<file path="src/design/assert_macros.svh">
// Assertion macros shared by the queue bank RTL.
`ifndef ASSERT_MACROS_SVH
`define ASSERT_MACROS_SVH

// Property holds at every clock edge outside reset.
`define MQRB_ASSERT_ALWAYS(label, clk, rst_n, expr) \
    label: assert property (@(posedge clk) disable iff (!rst_n) (expr)) \
        else $error("invariant violated");

// Consequent holds in the same cycle as the antecedent.
`define MQRB_ASSERT_IMPL(label, clk, rst_n, ante, cons) \
    label: assert property (@(posedge clk) disable iff (!rst_n) (ante) |-> (cons)) \
        else $error("implication violated");

// Consequent holds in the cycle after the antecedent.
`define MQRB_ASSERT_NEXT(label, clk, rst_n, ante, cons) \
    label: assert property (@(posedge clk) disable iff (!rst_n) (ante) |=> (cons)) \
        else $error("next-cycle implication violated");

`endif

</file>
<file path="src/design/mqrb_pkg.sv">
// Shared types and constants of the message queue bank.
package mqrb_pkg;

    // Command codes
    typedef enum logic [2:0] {
        CMD_CREATE = 3'd0,
        CMD_REMOVE = 3'd1,
        CMD_ADD    = 3'd2,
        CMD_READ   = 3'd3,
        CMD_POLL   = 3'd4
    } t_cmd;

    // Result status codes
    typedef enum logic [2:0] {
        ST_OK        = 3'd0,
        ST_NO_SLOT   = 3'd1,
        ST_BAD_REF   = 3'd2,
        ST_NOT_ALLOC = 3'd3,
        ST_NEAR_FULL = 3'd4,
        ST_EMPTY     = 3'd5
    } t_status;

    localparam int unsigned FieldMsgBits   = 32;
    localparam int unsigned FieldCountBits = 6;
    localparam int unsigned FieldSlotBits  = 3;
    localparam int unsigned ThreshBits     = 5;
    localparam logic [ThreshBits-1:0] CloseThresholdReset = 5'd5;

    // Store access issued for one command
    typedef struct packed {
        logic wr;
        logic rd;
    } t_mem_op;

    // Result word minus the store read data
    typedef struct packed {
        t_status                   status;
        logic [FieldSlotBits-1:0]  new_queue;
        logic [FieldCountBits-1:0] unread_count;
        logic [FieldCountBits-1:0] dropped_count;
        logic                      from_mem;
    } t_result;

endpackage

</file>
<file path="src/design/multi_queue_ring_buffer.sv">
// Top level of the multi-queue ring buffer: command channel, store, result register.
//
// Usage:
//  - Command channel: i_in_valid / o_in_stall carry one word (i_cmd, i_queue_ref,
//    i_message_in); a word is taken on a clock edge with valid high, stall low.
//  - Result channel: o_out_valid / i_out_stall carry one result word per command
//    (o_status, o_new_queue, o_message_out, o_unread_count, o_dropped_count).
//  - The result is registered: it is valid in the cycle after the command is taken.
//  - Throughput: one command per cycle while o_in_stall is low; each command
//    touches one slot's pointers and one store entry through the single RAM
//    port, and the RAM's registered read lines up with the result register.
//  - Stall: a held result stays put while i_out_stall is high, and o_in_stall
//    is raised for that time so no further command is taken.
//  - Reset (synchronous, active low): slot 0 allocated and empty, other slots
//    free, threshold back to 5, result register empty. The message store is
//    not cleared; an entry is only read after an add has written it.
//  - i_cfg_we / i_cfg_wdata write the close threshold; write only when idle.
`include "assert_macros.svh"

module multi_queue_ring_buffer
    import mqrb_pkg::*;
#(
    parameter int unsigned QUEUE_SLOTS  = 3,
    parameter int unsigned QUEUE_DEPTH  = 32,
    parameter int unsigned MESSAGE_BITS = 32
) (
    input  logic        i_clk,
    input  logic        i_rst_n,
    input  logic        i_cfg_we,
    input  logic [4:0]  i_cfg_wdata,
    input  logic        i_in_valid,
    output logic        o_in_stall,
    input  logic [2:0]  i_cmd,
    input  logic [2:0]  i_queue_ref,
    input  logic [31:0] i_message_in,
    output logic        o_out_valid,
    input  logic        i_out_stall,
    output logic [2:0]  o_status,
    output logic [2:0]  o_new_queue,
    output logic [31:0] o_message_out,
    output logic [5:0]  o_unread_count,
    output logic [5:0]  o_dropped_count
);

    // Stored word width: the message field caps it
    localparam int unsigned STORE_BITS = (MESSAGE_BITS < FieldMsgBits) ?
                                         MESSAGE_BITS : FieldMsgBits;
    localparam int unsigned MEM_DEPTH  = QUEUE_SLOTS * QUEUE_DEPTH;
    localparam int unsigned ADDR_W     = $clog2(MEM_DEPTH);

    logic                  in_fire;
    t_mem_op               mem_op;
    logic [ADDR_W-1:0]     mem_addr;
    logic [STORE_BITS-1:0] mem_wdata;
    logic [STORE_BITS-1:0] mem_rdata;
    t_result               result;

    logic                  r_out_valid;
    t_result               r_res;

    assign o_in_stall = r_out_valid && i_out_stall;
    assign in_fire    = i_in_valid && !o_in_stall;

    mqrb_ctrl #(
        .QUEUE_SLOTS (QUEUE_SLOTS),
        .QUEUE_DEPTH (QUEUE_DEPTH),
        .STORE_BITS  (STORE_BITS),
        .ADDR_W      (ADDR_W)
    ) u_ctrl (
        .i_clk        (i_clk),
        .i_rst_n      (i_rst_n),
        .i_cfg_we     (i_cfg_we),
        .i_cfg_wdata  (i_cfg_wdata),
        .i_accept     (in_fire),
        .i_cmd        (i_cmd),
        .i_queue_ref  (i_queue_ref),
        .i_message_in (i_message_in),
        .o_mem_op     (mem_op),
        .o_mem_addr   (mem_addr),
        .o_mem_wdata  (mem_wdata),
        .o_result     (result)
    );

    // Message store, one region of QUEUE_DEPTH words per slot
    mqrb_ram #(
        .WIDTH (STORE_BITS),
        .DEPTH (MEM_DEPTH)
    ) u_store (
        .i_clk   (i_clk),
        .i_we    (mem_op.wr),
        .i_re    (mem_op.rd),
        .i_addr  (mem_addr),
        .i_wdata (mem_wdata),
        .o_rdata (mem_rdata)
    );

    // Result register control
    always_ff @(posedge i_clk) begin
        if (!i_rst_n) begin
            r_out_valid <= 1'b0;
        end else if (in_fire) begin
            r_out_valid <= 1'b1;
        end else if (!i_out_stall) begin
            r_out_valid <= 1'b0;
        end
    end

    // Result payload; RAM read data lines up with it
    always_ff @(posedge i_clk) begin
        if (in_fire) begin
            r_res <= result;
        end
    end

    assign o_out_valid     = r_out_valid;
    assign o_status        = r_res.status;
    assign o_new_queue     = r_res.new_queue;
    assign o_message_out   = r_res.from_mem ? FieldMsgBits'(mem_rdata) : '0;
    assign o_unread_count  = r_res.unread_count;
    assign o_dropped_count = r_res.dropped_count;

    `MQRB_ASSERT_IMPL(a_mem_ok, i_clk, i_rst_n, r_out_valid && r_res.from_mem,
        r_res.status == ST_OK)
    `MQRB_ASSERT_IMPL(a_drop_ok, i_clk, i_rst_n, r_out_valid && (r_res.dropped_count != '0),
        r_res.status == ST_OK)
    `MQRB_ASSERT_NEXT(a_fire_valid, i_clk, i_rst_n, in_fire, o_out_valid)

endmodule

</file>
<file path="src/design/mqrb_ram.sv">
// Generic single-port RAM with registered read.
module mqrb_ram #(
    parameter int unsigned WIDTH = 32,
    parameter int unsigned DEPTH = 96
) (
    input  logic                     i_clk,
    input  logic                     i_we,
    input  logic                     i_re,
    input  logic [$clog2(DEPTH)-1:0] i_addr,
    input  logic [WIDTH-1:0]         i_wdata,
    output logic [WIDTH-1:0]         o_rdata
);

    logic [WIDTH-1:0] r_mem [DEPTH];
    logic [WIDTH-1:0] r_rdata;

    always_ff @(posedge i_clk) begin
        if (i_we) begin
            r_mem[i_addr] <= i_wdata;
        end
        if (i_re) begin
            r_rdata <= r_mem[i_addr];
        end
    end

    assign o_rdata = r_rdata;

endmodule

</file>
<file path="src/design/mqrb_ctrl.sv">
// Queue slot table, pointers, counts and command decode.
`include "assert_macros.svh"

module mqrb_ctrl
    import mqrb_pkg::*;
#(
    parameter int unsigned QUEUE_SLOTS = 3,
    parameter int unsigned QUEUE_DEPTH = 32,
    parameter int unsigned STORE_BITS  = 32,
    parameter int unsigned ADDR_W      = 7
) (
    input  logic                        i_clk,
    input  logic                        i_rst_n,
    input  logic                        i_cfg_we,
    input  logic [ThreshBits-1:0]       i_cfg_wdata,
    input  logic                        i_accept,
    input  logic [2:0]                  i_cmd,
    input  logic [FieldSlotBits-1:0]    i_queue_ref,
    input  logic [FieldMsgBits-1:0]     i_message_in,
    output t_mem_op                     o_mem_op,
    output logic [ADDR_W-1:0]           o_mem_addr,
    output logic [STORE_BITS-1:0]       o_mem_wdata,
    output t_result                     o_result
);

    localparam int unsigned SLOT_W = (QUEUE_SLOTS > 1) ? $clog2(QUEUE_SLOTS) : 1;
    localparam int unsigned PTR_W  = $clog2(QUEUE_DEPTH);
    localparam int unsigned CNT_W  = $clog2(QUEUE_DEPTH + 1);
    localparam int unsigned CMP_W  = (CNT_W > ThreshBits) ? CNT_W : ThreshBits;

    logic [ThreshBits-1:0] r_thresh;
    logic                  r_alloc [QUEUE_SLOTS];
    logic [PTR_W-1:0]      r_rd    [QUEUE_SLOTS];
    logic [PTR_W-1:0]      r_wr    [QUEUE_SLOTS];
    logic [CNT_W-1:0]      r_cnt   [QUEUE_SLOTS];

    logic                  n_alloc [QUEUE_SLOTS];
    logic [PTR_W-1:0]      n_rd    [QUEUE_SLOTS];
    logic [PTR_W-1:0]      n_wr    [QUEUE_SLOTS];
    logic [CNT_W-1:0]      n_cnt   [QUEUE_SLOTS];

    logic [SLOT_W-1:0]     sel;
    logic                  bad_ref;
    logic                  cmd_known;
    logic                  free_found;
    logic [SLOT_W-1:0]     free_idx;
    logic [CNT_W-1:0]      free_entries;
    logic [PTR_W-1:0]      ptr;

    assign sel       = i_queue_ref[SLOT_W-1:0];
    assign bad_ref   = {1'b0, i_queue_ref} >= 4'(QUEUE_SLOTS);
    assign cmd_known = i_cmd <= CMD_POLL;

    // Lowest free slot
    always_comb begin
        free_found = 1'b0;
        free_idx   = '0;
        for (int s = QUEUE_SLOTS - 1; s >= 0; s--) begin
            if (!r_alloc[s]) begin
                free_found = 1'b1;
                free_idx   = SLOT_W'(s);
            end
        end
    end

    always_comb begin
        n_alloc      = r_alloc;
        n_rd         = r_rd;
        n_wr         = r_wr;
        n_cnt        = r_cnt;
        o_mem_op     = '0;
        ptr          = '0;
        free_entries = '0;
        o_result     = '{status: ST_OK, new_queue: '0, unread_count: '0,
                         dropped_count: '0, from_mem: 1'b0};

        if (t_cmd'(i_cmd) == CMD_CREATE) begin
            if (free_found) begin
                o_result.new_queue = FieldSlotBits'(free_idx);
                if (i_accept) begin
                    n_alloc[free_idx] = 1'b1;
                    n_rd[free_idx]    = '0;
                    n_wr[free_idx]    = '0;
                    n_cnt[free_idx]   = '0;
                end
            end else begin
                o_result.status = ST_NO_SLOT;
            end
        end else if (!cmd_known || bad_ref) begin
            o_result.status = ST_BAD_REF;
        end else if (!r_alloc[sel]) begin
            o_result.status = ST_NOT_ALLOC;
        end else begin
            unique case (t_cmd'(i_cmd))
                CMD_REMOVE: begin
                    o_result.dropped_count = FieldCountBits'(r_cnt[sel]);
                    if (i_accept) begin
                        n_alloc[sel] = 1'b0;
                        n_rd[sel]    = '0;
                        n_wr[sel]    = '0;
                        n_cnt[sel]   = '0;
                    end
                end
                CMD_ADD: begin
                    free_entries = CNT_W'(QUEUE_DEPTH) - r_cnt[sel];
                    ptr          = r_wr[sel];
                    if (CMP_W'(free_entries) <= CMP_W'(r_thresh)) begin
                        o_result.status       = ST_NEAR_FULL;
                        o_result.unread_count = FieldCountBits'(r_cnt[sel]);
                    end else begin
                        o_result.unread_count = FieldCountBits'(r_cnt[sel] + 1'b1);
                        o_mem_op.wr           = i_accept;
                        if (i_accept) begin
                            n_wr[sel]  = (r_wr[sel] == PTR_W'(QUEUE_DEPTH - 1)) ?
                                         '0 : r_wr[sel] + 1'b1;
                            n_cnt[sel] = r_cnt[sel] + 1'b1;
                        end
                    end
                end
                CMD_READ: begin
                    ptr = r_rd[sel];
                    if (r_cnt[sel] == '0) begin
                        o_result.status = ST_EMPTY;
                    end else begin
                        o_result.unread_count = FieldCountBits'(r_cnt[sel] - 1'b1);
                        o_result.from_mem     = 1'b1;
                        o_mem_op.rd           = i_accept;
                        if (i_accept) begin
                            n_rd[sel]  = (r_rd[sel] == PTR_W'(QUEUE_DEPTH - 1)) ?
                                         '0 : r_rd[sel] + 1'b1;
                            n_cnt[sel] = r_cnt[sel] - 1'b1;
                        end
                    end
                end
                CMD_POLL: begin
                    o_result.unread_count = FieldCountBits'(r_cnt[sel]);
                    if (r_cnt[sel] == '0) begin
                        o_result.status = ST_EMPTY;
                    end
                end
                default: begin
                    o_result.status = ST_BAD_REF;
                end
            endcase
        end
    end

    // Store address: slot base plus pointer
    assign o_mem_addr  = ADDR_W'(ADDR_W'(sel) * ADDR_W'(QUEUE_DEPTH)) + ADDR_W'(ptr);
    assign o_mem_wdata = STORE_BITS'(i_message_in);

    always_ff @(posedge i_clk) begin
        if (!i_rst_n) begin
            r_thresh <= CloseThresholdReset;
            for (int s = 0; s < QUEUE_SLOTS; s++) begin
                r_alloc[s] <= (s == 0);
                r_rd[s]    <= '0;
                r_wr[s]    <= '0;
                r_cnt[s]   <= '0;
            end
        end else begin
            if (i_cfg_we) begin
                r_thresh <= i_cfg_wdata;
            end
            r_alloc <= n_alloc;
            r_rd    <= n_rd;
            r_wr    <= n_wr;
            r_cnt   <= n_cnt;
        end
    end

    `MQRB_ASSERT_ALWAYS(a_one_access, i_clk, i_rst_n, !(o_mem_op.wr && o_mem_op.rd))

    for (genvar g = 0; g < QUEUE_SLOTS; g++) begin : g_chk
        `MQRB_ASSERT_IMPL(a_ptr_match, i_clk, i_rst_n,
            (r_cnt[g] == '0) || (r_cnt[g] == CNT_W'(QUEUE_DEPTH)), r_rd[g] == r_wr[g])
        `MQRB_ASSERT_IMPL(a_free_empty, i_clk, i_rst_n, !r_alloc[g], r_cnt[g] == '0)
    end

endmodule

</file>
<file path="config.mk">
export PLATFORM = sky130hd
export DESIGN_NAME = multi_queue_ring_buffer
export DESIGN_NICKNAME = d
export VERILOG_FILES = /design/src/design/mqrb_pkg.sv /design/src/design/multi_queue_ring_buffer.sv /design/src/design/mqrb_ram.sv /design/src/design/mqrb_ctrl.sv
export VERILOG_INCLUDE_DIRS = /design/src /design/src/design
export SDC_FILE = /design/constraint.sdc
export NUM_CORES = 2
export LEC_CHECK = 0
export ABC_CLOCK_PERIOD_IN_PS = 12150
export BUFFER_PORTS_ARGS = -buffer_cell sky130_fd_sc_hd__buf_2
export CORE_MARGIN = 2
export CORE_UTILIZATION = 60
export DETAILED_ROUTE_END_ITERATION = 8
export PLACE_DENSITY_LB_ADDON = 0.1
export SYNTH_ARGS = -nofsm -noshare
export SYNTH_HDL_FRONTEND = slang
export SYNTH_HIERARCHICAL = 1
export SYNTH_SLANG_ARGS = --single-unit
</file>
<file path="constraint.sdc">
create_clock -name i_clk -period 12.15 [get_ports i_clk]
set_input_delay 2.43 -clock i_clk [delete_from_list [all_inputs] [get_ports i_clk]]
set_output_delay 2.43 -clock i_clk [all_outputs]
set_load 0.01 [all_outputs]
</file>
### Word-level counts from Yosys, hierarchy flattened

Memory sizes are Yosys's and may differ from the RTL's. A register that Yosys moved wholly into a read port is not among the register bits.
Index checks and enable logic that the tools add are counted.

* add/subtract/negate cells: 6
* magnitude comparators: 7
* equal/unequal tests: 15
* muxes and demuxes: 99
* bitwise operators: 18
* reduce and logical (&&, ||, !) cells: 23

Operator list (number)
* $mux 15: 16
* $mux 18: 10
* $and 15x15->15: 4
* $pmux 15 s2: 2
* $mux 5: 11
* $pmux 18 s3: 1
* $and 18x18->18: 2
* $bwmux 18: 2
* $mux 3: 12
* $mux 6: 6
* $not 18->18: 2
* $mux 32: 1
* $bwmux 15: 2
* $not 15->15: 2
* $demux 6 s2: 2
* $bmux 5 s2: 2
* $demux 5 s2: 2
* $pmux 6 s3: 1
* $mux 1: 17
* $reduce_and 8->1: 2
* $ne 2x1->1 const B: 7
* $bmux 6 s2: 1
* $mux 2: 6
* $add 5x1->5 const B: 2
* other kinds (37): 53

* bits in registers: 76
* bits in writable memories: 3072
* bits of input ports: 48
* output and inout bits: 52
* word-level logic and storage cells: 189
* memories kept: 1

Memory list
* u_store.r_mem: depth 96, width 32, read ports 1, clocked after Yosys merged registers in 1, write ports 1, RTL line mqrb_ram.sv:14 `logic [WIDTH-1:0] r_mem [DEPTH];`

### Logic depth before layout (Yosys ltp)

* depth after elaboration: 13
* gate-level depth with buffers: 20
* gate-level depth less buffers: 15

### Cells and area by module

The synthesis kept the hierarchy.

By module, submodules not included
* mqrb_ram: instances 1, cells each 5829, area each 119208.1 µm², sequential area each 93209.4 µm²
* mqrb_ctrl: instances 1, cells each 484, area each 3915.0 µm², sequential area each 1121.1 µm²
* multi_queue_ring_buffer: instances 1, cells each 76, area each 1001.0 µm², sequential area each 590.6 µm²

### Worst setup path before layout

No wires, ideal clock.

* path type: input port to flip-flop
* from: in i_queue_ref[1]
* to: mem u_store.r_mem[51][0] (enable)
* setup time: 461 ps
* arrival: 7890 ps
* data required time: 11689 ps
* slack: 3799 ps
* cell stages on the path: 17
* buffers on the path: 3
* cell sequence: buf_4 -> buf_4 -> mux2i_1 -> a2bb2oi_2 -> ha_1 -> o211ai_1 -> nor2_1 -> xnor2_1 -> ha_1 -> a31oi_1 -> o31ai_1 -> o211ai_1 -> nand3_1 -> inv_1 -> clkbuf_1 -> nand3_1 -> nor3_1

RTL lines
* start, declared: RTL line multi_queue_ring_buffer.sv:34 `input logic [2:0] i_queue_ref,`
* end, declared: RTL line mqrb_ram.sv:14

### Final worst setup path

* from: in i_queue_ref[0]
* to: reg u_store.r_rdata[23], in the netlist u_store/o_rdata[23], read port of u_store.r_mem, data pin

* elaborated cells on any way between the ends: 26
* those cells by class: add/sub (1); order compare (1); mux (21); bitwise (1); reduce/logical (2)

RTL lines
* $not 2->3 (not written as such): RTL line mqrb_ctrl.sv:91, mqrb_ctrl.sv:106, mqrb_ctrl.sv:121
* $bmux 5 s2 (on tied branches): RTL line mqrb_ctrl.sv:121, mqrb_ctrl.sv:106
* $mux 5 (on tied branches) (2 in a row): RTL line mqrb_ctrl.sv:121, mqrb_ctrl.sv:106
* $pmux 5 s2: RTL line mqrb_ctrl.sv:94 `unique case (t_cmd'(i_cmd))`
* $mux 5: RTL line mqrb_ctrl.sv:91 `end else if (!r_alloc[sel]) begin`
* $mux 5 (*): RTL line mqrb_ctrl.sv:89 `end else if (!cmd_known || bad_ref) begin`
* $mux 5 (*): RTL line mqrb_ctrl.sv:77 `if (t_cmd'(i_cmd) == CMD_CREATE) begin`
* $add 7x5->7 (*): RTL line mqrb_ctrl.sv:149 `assign o_mem_addr = ADDR_W'(ADDR_W'(sel) * ADDR_W'(QUEUE_DEPTH)) + ADDR_W'(ptr);`
* named net mem_addr[1]: RTL line multi_queue_ring_buffer.sv:53 `logic [ADDR_W-1:0] mem_addr;`
* end, declared: RTL line mqrb_ram.sv:15 `logic [WIDTH-1:0] r_rdata;`

Mark *: on every way through the listed nets, which the timed path passes. The rest lies on a longest branch. The select of a mux whose other input is x is not followed.
A chain may end at the register's enable or synchronous reset.

==> flow_summary.toml <==
[drt]
wl_mm = 359.0
first_drt_pass_iteration_count = 9
routed_via_density = 7.045
drc_errors = 0
postRouteAntennaNets = 0
wl_per_cell_um = 37.81
via_count = 66880
drt_first_iter_violations = 10500

[timing]
grt_setup_unrepaired = "false"
timing.final.hold_violations = 0
period_minus_slack_ns = 8.273
final.period_utilization_pct = 68.09
timing.final.max_slew_violations = 0
fin_skew_ns = 0.04622
timing.slew.headroom_pct = 4.016
finalSetupTns_ns = 0
setup_viol = 0
tightest_slew_ns = 1.431
fmaxAchievable_mhz = 120.9

[logic_synthesis]
synth_cells = 6389
seq_area_frac_synth_pct = 76.47
postSynth.topFlopCell = "sky130_fd_sc_hd__edfxtp_1"
synth_enable_flop_cells = 3123
largest_area_contributor_in_the_synthesized_netlist = "sky130_fd_sc_hd__edfxtp_1"
postSynthNetCount = 6448
post_synth_instance_area_mm2 = 0.1241
yosys-top-cells-area = "sky130_fd_sc_hd__edfxtp_1 (76%), sky130_fd_sc_hd__mux4_2 (7.8%), sky130_fd_sc_hd__mux2i_1 (4.0%), sky130_fd_sc_hd__a221oi_1 (1.4%), sky130_fd_sc_hd__a22oi_1 (1.3%)"
ys_types = 95
synth_top_cells_by_count = "sky130_fd_sc_hd__edfxtp_1 (3123), sky130_fd_sc_hd__mux2i_1 (491), sky130_fd_sc_hd__mux4_2 (428)"
synth_largest_type_area_fraction_pct = 75.55
postSynthAreaPerCell_um2 = 19.43
postSynthRegisterBits = 3180
ys_warn_count = 6
share_of_async_settable_or_async_resettable_flops_after_synthesis_pct = 0
most_repeated_cell_in_the_gate_level_netlist_after_synthesis = "sky130_fd_sc_hd__edfxtp_1"

[clock_tree]
clock_latency_ns = 0.96
clock-sinks = 3180
worst_setup_hold_path_clk_slew_ns = 0.06
clock_tree_from_tritoncts = "built"
clk_path_buf_depth = 4
ctsResizeCount = 0
postCtsSetupBuffers = 0
cts_hold_buffers = 0
ctsHtreeMaxLevel = 5
clk_root_buffer_cell = "sky130_fd_sc_hd__clkbuf_16"
cts_inserted_buffers = 328

[power_and_ir_drop]
p_per_area_mw_per_mm2 = 161.1
power_w = 0.02225
total_leakage_power_nw = 41.74
vdd_drop_max_mv = 0.1842

[final_layout]
n_fill_cell = 13140
nNetsFinal = 6609
multi_input_combinational_cell_area_mm2 = 0.02730
area_growth_pct = 11.24
final_core_utilization_pct = 67.29
drive_above_1_share_pct = 20.79
area.sequential_mm2 = 0.09492

[floorplan]
rows = 166
core-area_mm2 = 0.2052
floorplan.initialDensity_pct = 60.49
floorplan.die.height_um = 458.8
die_x_um = 458.8
die_area_mm2 = 0.2105
pin_count = 100

[hold_path]
timing.hold.worst.class = "reg -> reg"

[critical_path]
crit_path_frequent_cell = "sky130_fd_sc_hd__buf_4"
worst-endpoint-arrival_ns = 8.90
crit_path_max_fanout = 69
largest_incremental_delay_on_the_critical_path_ns = 1.02
crit_path_cell_trace = "buf_4, buf_4, a221o_1, nor2_1, nand3_1, nor3_2, buf_12, inv_4, buf_4, a221oi_1, nor2_1, o31a_1, a211oi_1, o22ai_1"
critPathRequiredTime_ns = 12.77
critical_path_class = "in -> reg"
worstSetupEndpointType = "flip-flop"
cp-start-kind = "input pin"
critical_path.slowest_cell = "sky130_fd_sc_hd__nor3_2"

[global_routing]
grt_util_all_layers_pct = 34.05
grt-ovfl-total = 0
grt_pass1_vias = 63740
grt_max_degree = 127
global_route_wire_length_before_repair_mm = 498.0
antenna_found_initial = 25

[place]
placement.io_buffers = 99
dpl.hpwl_mm = 214.0
finalWeightedCongestion = 0.9152

[run_status]
outcome = "complete, no violations"

[job]
timing.max_cap.violations = 0
[cell families after synthesis]
group	after synthesis	share of synthesized area [%]
simple gates	742	2.747
mux	981	12.29
fa+ha+maj	11	0.1109
other cells	1	0.003021
buf+inv	465	2.219
compound gates	998	6.082
xor+xnor	11	0.07762
flops	3180	76.47
[layout make-up]
class	instances	share of cell area [%]
timing repair buffer	277	1.515
antenna	12	0.02175
inverter	19	0.05528
tap	2688	2.436
sequential	3180	68.74
clock buffer	400	6.208
multi-input combinational	2744	19.77
clock inverter	173	1.251
[per-stage QoR]
| step | worst slack [ns] | cell area, um2 | instances | hold WS, ns |
|---|---|---|---|---|
| 2_1_floorplan | 3.799 | 124100 | 6389 | 0.4317 |
| 3_3_place_gp | 3.224 | 127700 | 8908 | 0.4447 |
| 3_5_place_dp | 3.190 | 127700 | 8908 | 0.4518 |
| 4_1_cts | 4.156 | 138000 | 9481 | 0.4628 |
| 5_1_grt | 3.942 | 138100 | 9482 | 0.4835 |
| 6_report | 3.877 | 138100 | 9493 | 0.4635 |
[per-layer routing]
layer	vias up	track usage, %	share of wire (%)	routed length (um)
li1	26830	-	-	-
met3	831	7.677	11	38210
met5	-	0	0.026	92
met4	16	17.87	6.3	22540
met1	34900	46.11	36	130500
met2	4296	52.43	47	167600
[where the power goes]
| group | internal [W] | total (W) | switching (W) |
|---|---|---|---|
| clock | 0.00573 | 0.00978 | 0.00405 |
| combinational | 0.0000639 | 0.000422 | 0.000359 |
| sequential | 0.0120 | 0.0120 | 0.00000197 |
[cells in the final DEF, fill, tap and decap left out, types with 14 or more instances in the layout]
cell type and n:
sky130_fd_sc_hd__edfxtp_1 3123, sky130_fd_sc_hd__o221ai_1 36, sky130_fd_sc_hd__clkinv_2 61, sky130_fd_sc_hd__o2111ai_1 17, sky130_fd_sc_hd__a32oi_1 25, sky130_fd_sc_hd__buf_12 14, sky130_fd_sc_hd__a31oi_1 25, sky130_fd_sc_hd__dfxtp_1 57
sky130_fd_sc_hd__o22ai_1 55, sky130_fd_sc_hd__and3_1 16, sky130_fd_sc_hd__nand3_1 90, sky130_fd_sc_hd__mux2i_1 491, sky130_fd_sc_hd__nor3_1 28, sky130_fd_sc_hd__bufinv_16 34, sky130_fd_sc_hd__a211oi_1 15, sky130_fd_sc_hd__a32o_1 16
sky130_fd_sc_hd__buf_4 198, sky130_fd_sc_hd__nand2_1 214, sky130_fd_sc_hd__a221oi_1 193, sky130_fd_sc_hd__a22o_1 29, sky130_fd_sc_hd__buf_2 65, sky130_fd_sc_hd__clkbuf_1 66, sky130_fd_sc_hd__a22oi_1 214, sky130_fd_sc_hd__nor3_2 19
sky130_fd_sc_hd__mux2_2 62, sky130_fd_sc_hd__mux4_2 428, sky130_fd_sc_hd__clkbuf_16 331, sky130_fd_sc_hd__o21ai_0 93, sky130_fd_sc_hd__clkinv_1 60, sky130_fd_sc_hd__o2bb2ai_1 29, sky130_fd_sc_hd__a21oi_1 111, sky130_fd_sc_hd__nor2_1 158
sky130_fd_sc_hd__o211ai_1 16, sky130_fd_sc_hd__and2_2 35, sky130_fd_sc_hd__nor2_4 89
[worst max-delay path: cells and delay by family]
family | cells | cell delay (ns)
AO/OA/AOI/OAI | 5 | 2.44
buffers and inverters | 5 | 1.93
AND/OR/NAND/NOR | 4 | 1.82
[registers in the layout, indices dropped and copies added, names as in the netlist]
name and cells:
u_ctrl/r_alloc 3, u_store/r_mem 3072, o_new_queue 3, o_status 3, u_ctrl/r_cnt 18, u_ctrl/r_rd 15, u_ctrl/r_thresh 5, o_unread_count 6
o_dropped_count 6, o_out_valid 1, r_res 1, u_store/o_rdata 32, u_ctrl/r_wr 15
[worst paths after layout]
| check | start | end | slack, ns | cells past startpoint |
|---|---|---|---|---|
| setup / recovery | i_queue_ref[0] | u_store/o_rdata[23] | 3.88 | 14 |
| hold / removal | u_ctrl/r_wr[9] | u_ctrl/r_wr[9] | 0.46 | 2 |
| setup reg to reg | u_ctrl/r_alloc[2] | u_store/o_rdata[23] | 5.68 | 14 |
| hold reg to reg | u_ctrl/r_wr[9] | u_ctrl/r_wr[9] | 0.46 | 2 |
Power figures use the tool's default switching activity.
